## config.mk

```make
export PLATFORM = sky130hd
export DESIGN_NAME = button_debounce_long_press_core
export DESIGN_NICKNAME = d
export VERILOG_FILES = /design/src/design/bdlp_pkg.sv /design/src/design/bdlp_tracker.sv /design/src/design/bdlp_skid.sv /design/src/design/button_debounce_long_press_core.sv
export SDC_FILE = /design/constraint.sdc
export NUM_CORES = 1
export LEC_CHECK = 0
export BUFFER_PORTS_ARGS = -buffer_cell sky130_fd_sc_hd__buf_2
export CORE_MARGIN = 2
export CORE_UTILIZATION = 58
export CTS_CLUSTER_DIAMETER = 40
export DETAILED_ROUTE_END_ITERATION = 10
export PLACE_DENSITY = 0.76
export SYNTH_ARGS = -nofsm -noshare
export SYNTH_HDL_FRONTEND = slang
export SYNTH_SLANG_ARGS = --single-unit
export TNS_END_PERCENT = 20
```

## constraint.sdc

```tcl
create_clock -name clk -period 4.5 [get_ports clk]
set_clock_uncertainty 0.1 [all_clocks]
set_input_delay 0.675 -clock clk [delete_from_list [all_inputs] [get_ports clk]]
set_output_delay 0.675 -clock clk [all_outputs]
set_load 0.02 [all_outputs]
```

## src/design/bdlp_pkg.sv

```systemverilog
// ---------------------------------------------------------------------------
// bdlp_pkg
// Shared types and constants for the button debounce / long-press core.
// ---------------------------------------------------------------------------
package bdlp_pkg;

  // hold bands, in millisecond ticks
  localparam logic [15:0] HOLD_5S     = 16'd5000;
  localparam logic [15:0] HOLD_10S    = 16'd10000;
  localparam logic [15:0] HOLD_30S    = 16'd30000;
  localparam logic [15:0] HOLD_35S    = 16'd35000;
  localparam logic [15:0] HOLD_MAX    = 16'hFFFF;

  // register reset values
  localparam logic [15:0] SENS_RESET  = 16'd50;
  localparam logic        MULTI_RESET = 1'b0;
  localparam logic        IDLE_RESET  = 1'b1;

  localparam int unsigned RES_W   = 9;
  localparam int unsigned TDATA_W = 16;

  // configuration register indexes
  typedef enum logic [1:0] {
    REG_SENSITIVITY = 2'd0,
    REG_MULTI_MODE  = 2'd1,
    REG_IDLE_LEVEL  = 2'd2
  } cfg_reg_e;

  // configuration write
  typedef struct packed {
    logic        valid;
    logic [1:0]  index;
    logic [15:0] data;
  } cfg_wr_t;

  // one result; declared top down so switch_state lands in bit 0
  typedef struct packed {
    logic release_30s;
    logic release_10s;
    logic release_5s;
    logic over_35s;
    logic announce_30s;
    logic announce_10s;
    logic announce_5s;
    logic press_event;
    logic switch_state;
  } result_t;

endpackage

```

## src/design/bdlp_tracker.sv

```systemverilog
// ---------------------------------------------------------------------------
// bdlp_tracker
// Configuration registers, hold state and the per-tick result logic.
// ---------------------------------------------------------------------------
module bdlp_tracker import bdlp_pkg::*; (
  input  logic    clk,
  input  logic    rst,
  input  cfg_wr_t cfg,
  input  logic    tick,        // input transfer this cycle
  input  logic    level,
  output result_t res,
  output logic    multi_mode
);

  logic [15:0] sensitivity_ms;
  logic        idle_level;
  logic        toggled_state;
  logic        holding;
  logic [15:0] hold_ticks;
  logic        press_taken;
  logic [2:0]  announced_flags;

  logic        held;
  logic [15:0] ticks_inc;
  logic [15:0] elapsed;
  logic        qual;
  logic        press;
  logic        mm;
  logic        a5;
  logic        a10;
  logic        a30;
  logic        rel;

  // elapsed time of this tick
  assign held      = (level != idle_level);
  assign ticks_inc = (hold_ticks == HOLD_MAX) ? HOLD_MAX : hold_ticks + 16'd1;
  assign elapsed   = holding ? ticks_inc : 16'd0;

  // press and announce decisions
  assign qual  = held && (elapsed >= sensitivity_ms);
  assign press = qual && !press_taken;
  assign mm    = qual && multi_mode;
  assign a5    = mm && (elapsed >= HOLD_5S)  && !announced_flags[0];
  assign a10   = mm && (elapsed >= HOLD_10S) && !announced_flags[1];
  assign a30   = mm && (elapsed >= HOLD_30S) && !announced_flags[2];
  assign rel   = !held && holding && multi_mode;

  // result fields; release class uses ticks_inc as the release duration
  always_comb begin
    res.switch_state = toggled_state ^ press;
    res.press_event  = press;
    res.announce_5s  = a5;
    res.announce_10s = a10;
    res.announce_30s = a30;
    res.over_35s     = mm && (elapsed >= HOLD_35S);
    res.release_5s   = rel && (ticks_inc >= HOLD_5S)  && (ticks_inc < HOLD_10S);
    res.release_10s  = rel && (ticks_inc >= HOLD_10S) && (ticks_inc < HOLD_30S);
    res.release_30s  = rel && (ticks_inc >= HOLD_30S) && (ticks_inc < HOLD_35S);
  end

  // config registers and hold state
  always_ff @(posedge clk) begin
    if (rst) begin
      sensitivity_ms  <= SENS_RESET;
      multi_mode      <= MULTI_RESET;
      idle_level      <= IDLE_RESET;
      toggled_state   <= IDLE_RESET;
      holding         <= 1'b0;
      hold_ticks      <= 16'd0;
      press_taken     <= 1'b0;
      announced_flags <= 3'd0;
    end else begin
      if (tick) begin
        if (held) begin
          holding         <= 1'b1;
          hold_ticks      <= elapsed;
          press_taken     <= press_taken | press;
          announced_flags <= announced_flags | {a30, a10, a5};
          toggled_state   <= toggled_state ^ press;
        end else if (holding) begin
          holding         <= 1'b0;
          hold_ticks      <= 16'd0;
          press_taken     <= 1'b0;
          announced_flags <= 3'd0;
        end
      end
      if (cfg.valid) begin
        unique case (cfg_reg_e'(cfg.index))
          REG_SENSITIVITY: sensitivity_ms <= cfg.data;
          REG_MULTI_MODE:  multi_mode     <= cfg.data[0];
          REG_IDLE_LEVEL: begin
            idle_level    <= cfg.data[0];
            toggled_state <= cfg.data[0];
          end
          default: ;  // unknown index, ignored
        endcase
      end
    end
  end

endmodule

```

## src/design/bdlp_skid.sv

```systemverilog
// ---------------------------------------------------------------------------
// bdlp_skid
// Two-entry output buffer; ready toward the source is a register.
// ---------------------------------------------------------------------------
module bdlp_skid import bdlp_pkg::*; (
  input  logic    clk,
  input  logic    rst,
  input  logic    in_valid,
  output logic    in_ready,
  input  result_t in_data,
  output logic    out_valid,
  input  logic    out_ready,
  output result_t out_data,
  output logic    skd_valid
);

  result_t skd_data;
  logic    in_fire;

  assign in_ready = !skd_valid;
  assign in_fire  = in_valid && in_ready;

  // control
  always_ff @(posedge clk) begin
    if (rst) begin
      out_valid <= 1'b0;
      skd_valid <= 1'b0;
    end else if (skd_valid) begin
      if (out_ready) begin
        skd_valid <= 1'b0;
      end
    end else if (in_fire) begin
      if (out_valid && !out_ready) begin
        skd_valid <= 1'b1;
      end else begin
        out_valid <= 1'b1;
      end
    end else if (out_ready) begin
      out_valid <= 1'b0;
    end
  end

  // payload
  always_ff @(posedge clk) begin
    if (skd_valid) begin
      if (out_ready) begin
        out_data <= skd_data;
      end
    end else if (in_fire) begin
      if (out_valid && !out_ready) begin
        skd_data <= in_data;
      end else begin
        out_data <= in_data;
      end
    end
  end

endmodule

```

## src/design/button_debounce_long_press_core.sv

```systemverilog
// A result is registered in the output register, or in the skid entry while
// m_tready is low. Throughput: one tick per cycle while s_tready is high.
// The skid entry takes one result in an output stall; s_tready then drops.
// Reset (rst, synchronous): sensitivity 50, multi mode off, idle level 1,
// switch state 1, no hold in progress, output buffer empty.
// ---------------------------------------------------------------------------
// button_debounce_long_press_core
// Debounces a sampled button pin, toggles a switch on a qualified press and
// reports long-press announce and release classes.
// ---------------------------------------------------------------------------
module button_debounce_long_press_core import bdlp_pkg::*; (
  input  logic                 clk,
  input  logic                 rst,
  input  logic                 s_tvalid,
  output logic                 s_tready,
  input  logic [7:0]           s_tdata,   // [0] level
  output logic                 m_tvalid,
  input  logic                 m_tready,
  // [0] switch_state [1] press_event [2] announce_5s [3] announce_10s
  // [4] announce_30s [5] over_35s [6] release_5s [7] release_10s
  // [8] release_30s, rest zero
  output logic [TDATA_W-1:0]   m_tdata,
  input  logic                 cfg_valid,
  output logic                 cfg_ready,
  input  logic [1:0]           cfg_index,
  input  logic [15:0]          cfg_data
);

  cfg_wr_t cfg;
  result_t res;
  result_t out_res;
  logic    tick;
  logic    multi_mode;
  logic    skd_valid;

  assign cfg_ready = 1'b1;
  assign cfg.valid = cfg_valid;
  assign cfg.index = cfg_index;
  assign cfg.data  = cfg_data;
  assign tick      = s_tvalid && s_tready;

  // hold tracking and result logic
  bdlp_tracker u_tracker (
    .clk        (clk),
    .rst        (rst),
    .cfg        (cfg),
    .tick       (tick),
    .level      (s_tdata[0]),
    .res        (res),
    .multi_mode (multi_mode)
  );

  // output buffer
  bdlp_skid u_skid (
    .clk       (clk),
    .rst       (rst),
    .in_valid  (s_tvalid),
    .in_ready  (s_tready),
    .in_data   (res),
    .out_valid (m_tvalid),
    .out_ready (m_tready),
    .out_data  (out_res),
    .skd_valid (skd_valid)
  );

  assign m_tdata = {{(TDATA_W - RES_W){1'b0}}, out_res};

`ifndef ASSERT_OFF
  // the skid entry is only filled behind a waiting result
  a_skid_behind_out: assert property (@(posedge clk) disable iff (rst)
    skd_valid |-> m_tvalid)
    else $error("skid entry valid while output register empty");

  // announces and release classes only in multi mode
  a_multi_only: assert property (@(posedge clk) disable iff (rst)
    (tick && !multi_mode) |-> !(res.announce_5s || res.announce_10s ||
      res.announce_30s || res.over_35s || res.release_5s ||
      res.release_10s || res.release_30s))
    else $error("long-press output outside multi mode");

  // a release tick gives at most one class and no held-tick outputs
  a_release_class: assert property (@(posedge clk) disable iff (rst)
    m_tvalid |-> ($onehot0({out_res.release_5s, out_res.release_10s,
      out_res.release_30s}) &&
      !((out_res.release_5s || out_res.release_10s || out_res.release_30s) &&
        (out_res.press_event || out_res.over_35s))))
    else $error("conflicting release class outputs");
`endif

endmodule
```

==> results.rst, run 1 <==
.. list-table::
   :header-rows: 1

   * - Metric
     - Value
   * - Result of the run
     - complete, no violations
   * - Most repeated cell in the gate-level netlist after synthesis
     - nand2_1
   * - Source-to-sink clock delay at the later pin of the worst-skew pair
     - 0.35 ns
   * - Number of enable-type register cells in the synthesized netlist
     - 18
   * - Overall overflow remaining after global route
     - 0
   * - Share of layout cells above drive strength 1
     - 17.1%
   * - Crit path buf inv count
     - 0
   * - Count of fill cells added during filler insertion
     - 533
   * - Clock net sink count
     - 60
   * - Clock buffer depth
     - 2
   * - Worst Path Arrival
     - 4.18 ns
   * - Antenna cells
     - 0
   * - Post-route setup TNS
     - 0 ns
   * - Top cells by area, synth
     - dfxtp_1 22%, edfxtp_1 14%, nand2_1 7.0%
   * - Total wire length after detailed routing
     - 9.32 mm
   * - Register area
     - 1380 sq um
   * - Initial Utilization
     - 59.8%
   * - Achievable clock frequency
     - 0.240 GHz
   * - Combined area of all synthesized cells
     - 3770 sq um
   * - Setup repair after global routing missed its margin
     - false
   * - Dominant synthesized flop cell
     - dfxtp_1
   * - Post-route worst hold slack
     - 0.355 ns
   * - Number of cells produced by synthesis
     - 471
   * - Category of the most critical setup path
     - flip-flop to flip-flop
   * - Worst supply voltage drop on vdd
     - 0.222 mV
   * - Area of the multi-input gates
     - 2160 sq um
   * - Yosys warnings
     - 0
   * - First-pass GRT wire length
     - 15.5 mm
   * - Sequential share of the synthesized area
     - 36.6%
   * - CTS tree
     - built
   * - Worst Tran Pin Value
     - 1.07 ns
   * - Final-stage net count
     - 555
   * - Initial antenna violation count
     - 0
   * - Rows
     - 29
   * - Slowest cell delay on critical path
     - 0.50 ns
   * - Net switching fraction of the power
     - 25.1%
   * - Area of the core region
     - 6310 sq um
   * - Clock share of power
     - 42.8%
   * - Post-cts repair resize count
     - 0
   * - Final core utilization
     - 67.6%
   * - Post-CTS setup repair buffer count
     - 0
   * - Remaining max-slew budget at the tightest pin
     - 28.1%
   * - Share of async-settable or async-resettable flops after synthesis
     - 0%
   * - Minimum period implied by the final worst setup slack
     - 4.17 ns
   * - Via count of the first global-routing pass
     - 3191
   * - Detailed-route wire length per cell
     - 15.8 um
   * - Total via count in the routed design
     - 3496
   * - Required time of the critical path
     - 4.51 ns
   * - Buffer type at the clock tree root
     - clkbuf_8
   * - Area added between synthesis and finish
     - 13.1%
   * - Final estimated routing congestion in global placement
     - 0.948
   * - Overall track demand over capacity in global routing
     - 27.0%
   * - Area of the die
     - 7170 sq um
   * - Horiz. Die Dim
     - 84.7 um
   * - Share of the synthesized area in the top cell type
     - 22.3%
   * - Kind of end point of the critical path
     - flip-flop
   * - Final Slew Violations
     - 0
   * - Max_cap viols
     - 0
   * - Crit Path Max Fanout
     - 5
   * - Vertical die dimension
     - 84.7 um
   * - Mean area per synthesized cell
     - 8.01 sq um
   * - Part of the total power dissipated in sequential elements
     - 48.8%
   * - Largest delay share family, worst path
     - compound AO/OA/AOI/OAI gates
   * - Crit start category
     - flip-flop
   * - Library cells used by synthesis
     - 66
   * - Pwr Density
     - 279 nW/um^2
   * - Leading area contributor after synthesis
     - dfxtp_1
   * - Clock buffers created by TritonCTS
     - 9
   * - Switching power of the nets
     - 298 uW
   * - Total of hold buffers inserted after clock tree synthesis
     - 0
   * - Fraction of power consumed by combinational cells
     - 8.4%
   * - Clock slew seen by the registers of the worst setup and hold paths
     - 0.08 ns
   * - Number of H-tree levels
     - 3
   * - Internal Pwr Total
     - 891 uW
   * - Number of vias per cell
     - 5.92
   * - Final count of hold timing violations
     - 0
   * - Critical path, cell by cell
     - nand4_2 > or3_4 > o211ai_1 > o21ai_0 > nor2_1 > ha_1 > and4_1 > nand2_1 > a21oi_1 > o2111ai_1 > a2111o_1 > a311oi_2 > xor2_1 > mux2_2
   * - Iter 0 DRT Violations
     - 424
   * - # port buffers
     - 34
   * - Post-route clock period utilization
     - 92.7%
   * - Setup-failing EPs final
     - 0
   * - Post-route antenna net violation count
     - 0
   * - LEAKAGE
     - 1.64 nW
   * - Worst min path class
     - flip-flop to flip-flop
   * - Ports
     - 50
   * - Total power after layout
     - 1.19 mW
   * - DPL Wire Length
     - 6.72 mm
   * - Largest net degree at the start of global routing
     - 46
   * - Number of design rule violations left after detail routing
     - 0
   * - Critical-path cell with the highest stage delay
     - a2111o_1
   * - Flip-flop and latch count after synthesis
     - 60
   * - List of most frequent post-synthesis cells
     - 70 x nand2_1, 46 x a21oi_1, 42 x dfxtp_1
   * - Number of optimization iterations in the first detailed-route pass
     - 5
[final cells by class]
cell class	instances	share of cell area, %
clock buffers	12	3.64
clock inverters	4	1.14
inverters	22	1.94
multi-input cells	359	50.6
flip-flops and latches	60	32.4
well taps	77	2.26
repair buffers	57	8.04
[through the flow]
| step | cells | setup slack (ns) | cell area (sq um) |
|---|---|---|---|
| finish | 591 | 0.327 | 4270 |
| global route | 591 | 0.107 | 4270 |
| CTS | 591 | 0.347 | 4270 |
| detailed placement | 575 | 0.410 | 4060 |
| global placement | 575 | 0.427 | 4060 |
| floorplan | 477 | 0.686 | 3800 |
[power by group through the flow]
stage	Sequential [mW]	Clock, mW	Combinational, mW
2_1_floorplan	0.599	0	0.0638
3_3_place_gp	0.592	0	0.0964
3_5_place_dp	0.593	0	0.0988
4_1_cts	0.581	0.511	0.0992
5_1_grt	0.582	0.533	0.110
6_report	0.581	0.509	0.0994
[sequential cells by signal, summed over array words and instances, names as in the netlist, 3 cells and up]
signal and count:
u_tracker.sensitivity_ms 16, u_skid.skd_data 9, u_skid.out_data 9, u_tracker.announced_flags 3, u_tracker.hold_ticks 16
[final timing paths]
check,start,end,slack (ns),cells after the start
max,u_tracker.hold_ticks[15],u_skid.out_data[0],0.33,14
min,u_tracker.sensitivity_ms[6],u_tracker.sensitivity_ms[6],0.36,2
max reg2reg,u_tracker.hold_ticks[15],u_skid.out_data[0],0.33,14
min reg2reg,u_tracker.sensitivity_ms[6],u_tracker.sensitivity_ms[6],0.36,2
[worst min-delay path, delay by kind of cell (launching register included)]
family             cells  cell delay, ns
DFF                    1            0.31
and+or+nand+nor        1            0.05
AOI/OAI and AO/OA      1            0.05
[cell usage in the layout, fill, tap and decap left out, types with 9 or more instances in the layout]
cell,n
nand2_1,70
a21oi_1,46
dfxtp_1,42
nor2_1,41
buf_2,34
buf_4,23
inv_1,21
o21ai_0,21
nand3_1,20
edfxtp_1,18
ha_1,15
xnor2_1,12
clkbuf_8,11
nor3_1,9
[logic make-up (layout without fill, tap and decap cells)]
kind of cell,Yosys count,after routing,synth area share [%]
other,2,8,0.199
and+or+nand+nor,192,192,24.9
adders and majority gates,15,15,4.97
DFF,60,60,36.6
AOI/OAI and AO/OA,122,122,21.0
muxes,7,7,2.02
buffers and inverters,58,95,6.90
xor gates and xnor gates,15,15,3.48
[per-layer routing]
layer / up-vias / wire length, um / GRT usage [%]
met5: - / 0 / 0
met4: 0 / 127 / 8.80
met3: 11 / 522 / 5.31
met2: 117 / 4220 / 41.1
met1: 1615 / 4450 / 38.7
li1: 1753 / - / -
(Power assumes the default switching activity.)
==> run 2, diff against run 1 <==
--- a/config.mk
+++ b/config.mk
@@ -9,6 +9,7 @@
 export CORE_MARGIN = 2
-export CORE_UTILIZATION = 58
+export CORE_UTILIZATION = 59
 export CTS_CLUSTER_DIAMETER = 40
 export DETAILED_ROUTE_END_ITERATION = 10
-export PLACE_DENSITY = 0.76
+export MAX_ROUTING_LAYER = met4
+export PLACE_DENSITY = 0.77
 export SYNTH_ARGS = -nofsm -noshare
==> constraint.sdc (replaced) <==
create_clock -name clk -period 5 [get_ports clk]
set_clock_uncertainty 0.1 [all_clocks]
set_input_delay 1.25 -clock clk [delete_from_list [all_inputs] [get_ports clk]]
set_output_delay 1.25 -clock clk [all_outputs]
set_load 0.02 [all_outputs]
==> run 2 against run 1 <==
- global-route usage is 0.33 points higher
- sequential cell count did not move
- combinational power is 13% lower
- register-to-register slack better by 0.12 ns
- power is 12% lower
- sequential power fell by 9.6%
- sequential share of layout area grew 0.85 points
- die area decreased by 1.6%
- highest routed layer unchanged
==> results.rst, run 2 (synthesized netlist as in run 1, its figures left out) <==
.. list-table::
   :header-rows: 1

   * - Metric
     - Value
   * - Area added between synthesis and finish
     - 10.2%
   * - Area of the multi-input gates
     - 2160 sq um (unchanged)
   * - Detailed-route wire length per cell
     - 15.6 um (-0.81%)
   * - Slack of the worst reg-to-reg path
     - 0.45 ns (+0.12 ns)
   * - Buffer type at the clock tree root
     - clkbuf_8
   * - Number of design rule violations left after detail routing
     - 0 (unchanged)
   * - Largest delay share family, worst path
     - compound AO/OA/AOI/OAI gates
   * - Overall track demand over capacity in global routing
     - 27.3% (+0.33 points)
   * - Placed Cells incl. Taps
     - 562 (-2.3%)
   * - Iter 0 DRT Violations
     - 417 (-1.7%)
   * - Antenna cells
     - 0 (unchanged)
   * - Overall overflow remaining after global route
     - 0 (unchanged)
   * - Result of the run
     - complete, no violations
   * - Rows
     - 29 (unchanged)
   * - Part of the total power dissipated in sequential elements
     - 50.0% (+1.2 points)
   * - Critical path, cell by cell
     - nand4_1 > nor3_1 > nand2b_1 > nand2_1 > nand2_1 > ha_1 > nand2b_1 > a21oi_1 > a21oi_1 > o2111ai_1 > a2111o_1 > a311oi_2 > xor2_1 > mux2_2
   * - Internal Pwr Total
     - 785 uW (-12%)
   * - Total via count in the routed design
     - 3582 (+2.5%)
   * - Most frequent cells in the layout
     - 70 x nand2_1, 46 x a21oi_1, 42 x dfxtp_1
   * - Post-route setup TNS
     - 0 ns (unchanged)
   * - Number of H-tree levels
     - 3 (unchanged)
   * - Area of the core region
     - 6280 sq um (-0.57%)
   * - Worst Path Arrival
     - 4.55 ns (+0.37 ns)
   * - Crit path buf inv count
     - 0 (unchanged)
   * - Minimum period implied by the final worst setup slack
     - 4.55 ns (+0.375 ns)
   * - Critical-path cell with the highest stage delay
     - dfxtp_1
   * - Worst Tran Pin Value
     - 0.993 ns (-0.0801 ns)
   * - Length of routed wiring on met1
     - 3.97 mm (-11%)
   * - Max_cap viols
     - 0 (unchanged)
   * - Clock slew seen by the registers of the worst setup and hold paths
     - 0.07 ns (about the same)
   * - Total power after layout
     - 1.05 mW (-12%)
   * - Post-layout instance count excluding filler cells
     - 578 (-2.2%)
   * - Number of vias per cell
     - 6.20 (+4.8%)
   * - Largest registers
     - u_tracker.hold_ticks (16), u_tracker.sensitivity_ms (16)
   * - Worst reg-to-reg path cell count
     - 14 (unchanged)
   * - Initial Utilization
     - 60.1% (+0.35 points)
   * - Kind of end point of the critical path
     - flip-flop
   * - Critical path depth in cells
     - 14 (unchanged)
   * - Routed length on met2
     - 4.10 mm (-2.9%)
   * - Clock net sink count
     - 60 (unchanged)
   * - Fraction of power consumed by combinational cells
     - 8.3% (about the same)
   * - Total of hold buffers inserted after clock tree synthesis
     - 0 (unchanged)
   * - Clock buffer depth
     - 2 (unchanged)
   * - Number of cells on the worst hold path
     - 2 (unchanged)
   * - Final core utilization
     - 66.2% (-1.3 points)
   * - LEAKAGE
     - 1.57 nW (-4.7%)
   * - Final estimated routing congestion in global placement
     - 1.05 (+10%)
   * - Net switching fraction of the power
     - 25.2% (+0.15 points)
   * - Final count of hold timing violations
     - 0 (unchanged)
   * - Register area
     - 1380 sq um (unchanged)
   * - Source-to-sink clock delay at the later pin of the worst-skew pair
     - 0.35 ns (about the same)
   * - Post-route clock period utilization
     - 91.0% (-1.8 points)
   * - # port buffers
     - 34 (unchanged)
   * - Area of the die
     - 7050 sq um (-1.6%)
   * - Switching power of the nets
     - 265 uW (-11%)
   * - Count of fill cells added during filler insertion
     - 561 (+5.3%)
   * - Setup repair after global routing missed its margin
     - false
   * - Achievable clock frequency
     - 0.220 GHz (-8.3%)
   * - Post-CTS setup repair buffer count
     - 0 (unchanged)
   * - Clock share of power
     - 41.7% (-1.1 points)
   * - DPL Wire Length
     - 6.44 mm (-4.1%)
   * - Clock buffers created by TritonCTS
     - 9 (unchanged)
   * - Largest net degree at the start of global routing
     - 46 (unchanged)
   * - Routed wire length on met3
     - 754 um (+44%)
   * - Crit Path Max Fanout
     - 14 (+9)
   * - Setup-failing EPs final
     - 0 (unchanged)
   * - Total wire length after detailed routing
     - 9.04 mm (-3.0%)
   * - Final Slew Violations
     - 0 (unchanged)
   * - First-pass GRT wire length
     - 15.3 mm (-1.2%)
   * - Leading cell type in the layout, fill and taps excluded
     - nand2_1
   * - Post-route worst hold slack
     - 0.357 ns (+0.00209 ns)
   * - Number of optimization iterations in the first detailed-route pass
     - 6 (+1)
   * - Vertical die dimension
     - 84.0 um (-0.81%)
   * - Share of layout cells above drive strength 1
     - 14.8% (-2.4 points)
   * - Worst min path class
     - flip-flop to flip-flop
   * - Highest metal layer with signal wires
     - met4
   * - Post-cts repair resize count
     - 0 (unchanged)
   * - Via count of the first global-routing pass
     - 3347 (+4.9%)
   * - Pwr Density
     - 253 nW/um^2 (-9.3%)
   * - Remaining max-slew budget at the tightest pin
     - 33.5% (+5.4 points)
   * - Required time of the critical path
     - 5.00 ns (+0.49 ns)
   * - Ports
     - 50 (unchanged)
   * - Crit start category
     - flip-flop
   * - Category of the most critical setup path
     - flip-flop to flip-flop
   * - Slowest cell delay on critical path
     - 0.62 ns (+0.12 ns)
   * - Horiz. Die Dim
     - 84.0 um (-0.81%)
   * - Final-stage net count
     - 542 (-2.3%)
   * - Worst supply voltage drop on vdd
     - 0.184 mV (-17%)
   * - CTS tree
     - built
   * - Initial antenna violation count
     - 0 (unchanged)
   * - Post-route antenna net violation count
     - 0 (unchanged)
## run 2: cell types whose count changed in the layout (fill, tap and decap cells not counted)
cell	before	now
buf_4	23	10
clkbuf_8	11	10
clkinv_1	1	2
clkinv_4	1	0
clkinvlp_4	0	1
## run 2: layer usage
layer  vias up  GRT usage (%)
met5         -              -
met4         0           12.9
met3        29           6.03
met2       183           40.7
met1      1641           35.5
li1       1729              -
## run 2: tightest hold or removal path, delay by kind of cell, from the launching register on
kind	cells	cell delay, ns
AND/OR/NAND/NOR	1	0.05
flip-flops	1	0.31
AO/OA/AOI/OAI	1	0.05
## run 2: layout make-up
cell class                      count  share of cell area (%)
Multi-Input combinational cell    359                    51.9
Inverter                           22                    1.99
Timing Repair Buffer               44                    5.90
Sequential cell                    60                    33.2
Clock buffer                       11                    3.40
Clock inverter                      5                    1.23
Tap cell                           77                    2.32
## run 2: path summary, 6_finish.rpt
| path | from | endpoint |
|---|---|---|
| max | u_tracker.hold_ticks[3] | u_skid.out_data[0] |
| min | u_tracker.sensitivity_ms[15] | u_tracker.sensitivity_ms[15] |
| max reg2reg | u_tracker.hold_ticks[3] | u_skid.out_data[0] |
| min reg2reg | u_tracker.sensitivity_ms[15] | u_tracker.sensitivity_ms[15] |
## run 2: metrics by stage
stage          setup WS (ns)  area [sq um]
2_1_floorplan           1.19          3800
3_3_place_gp           0.660          3970
3_5_place_dp           0.590          3970
4_1_cts                0.534          4160
5_1_grt               0.0956          4160
6_report               0.451          4160
## run 2: power groups by stage
stage	Sequential, mW	Combinational (mW)	Clock (mW)
finish	0.525	0.0869	0.438
global placement	0.535	0.0840	0
detailed placement	0.536	0.0864	0
floorplan	0.539	0.0574	0
CTS	0.525	0.0867	0.441
global route	0.527	0.0968	0.459
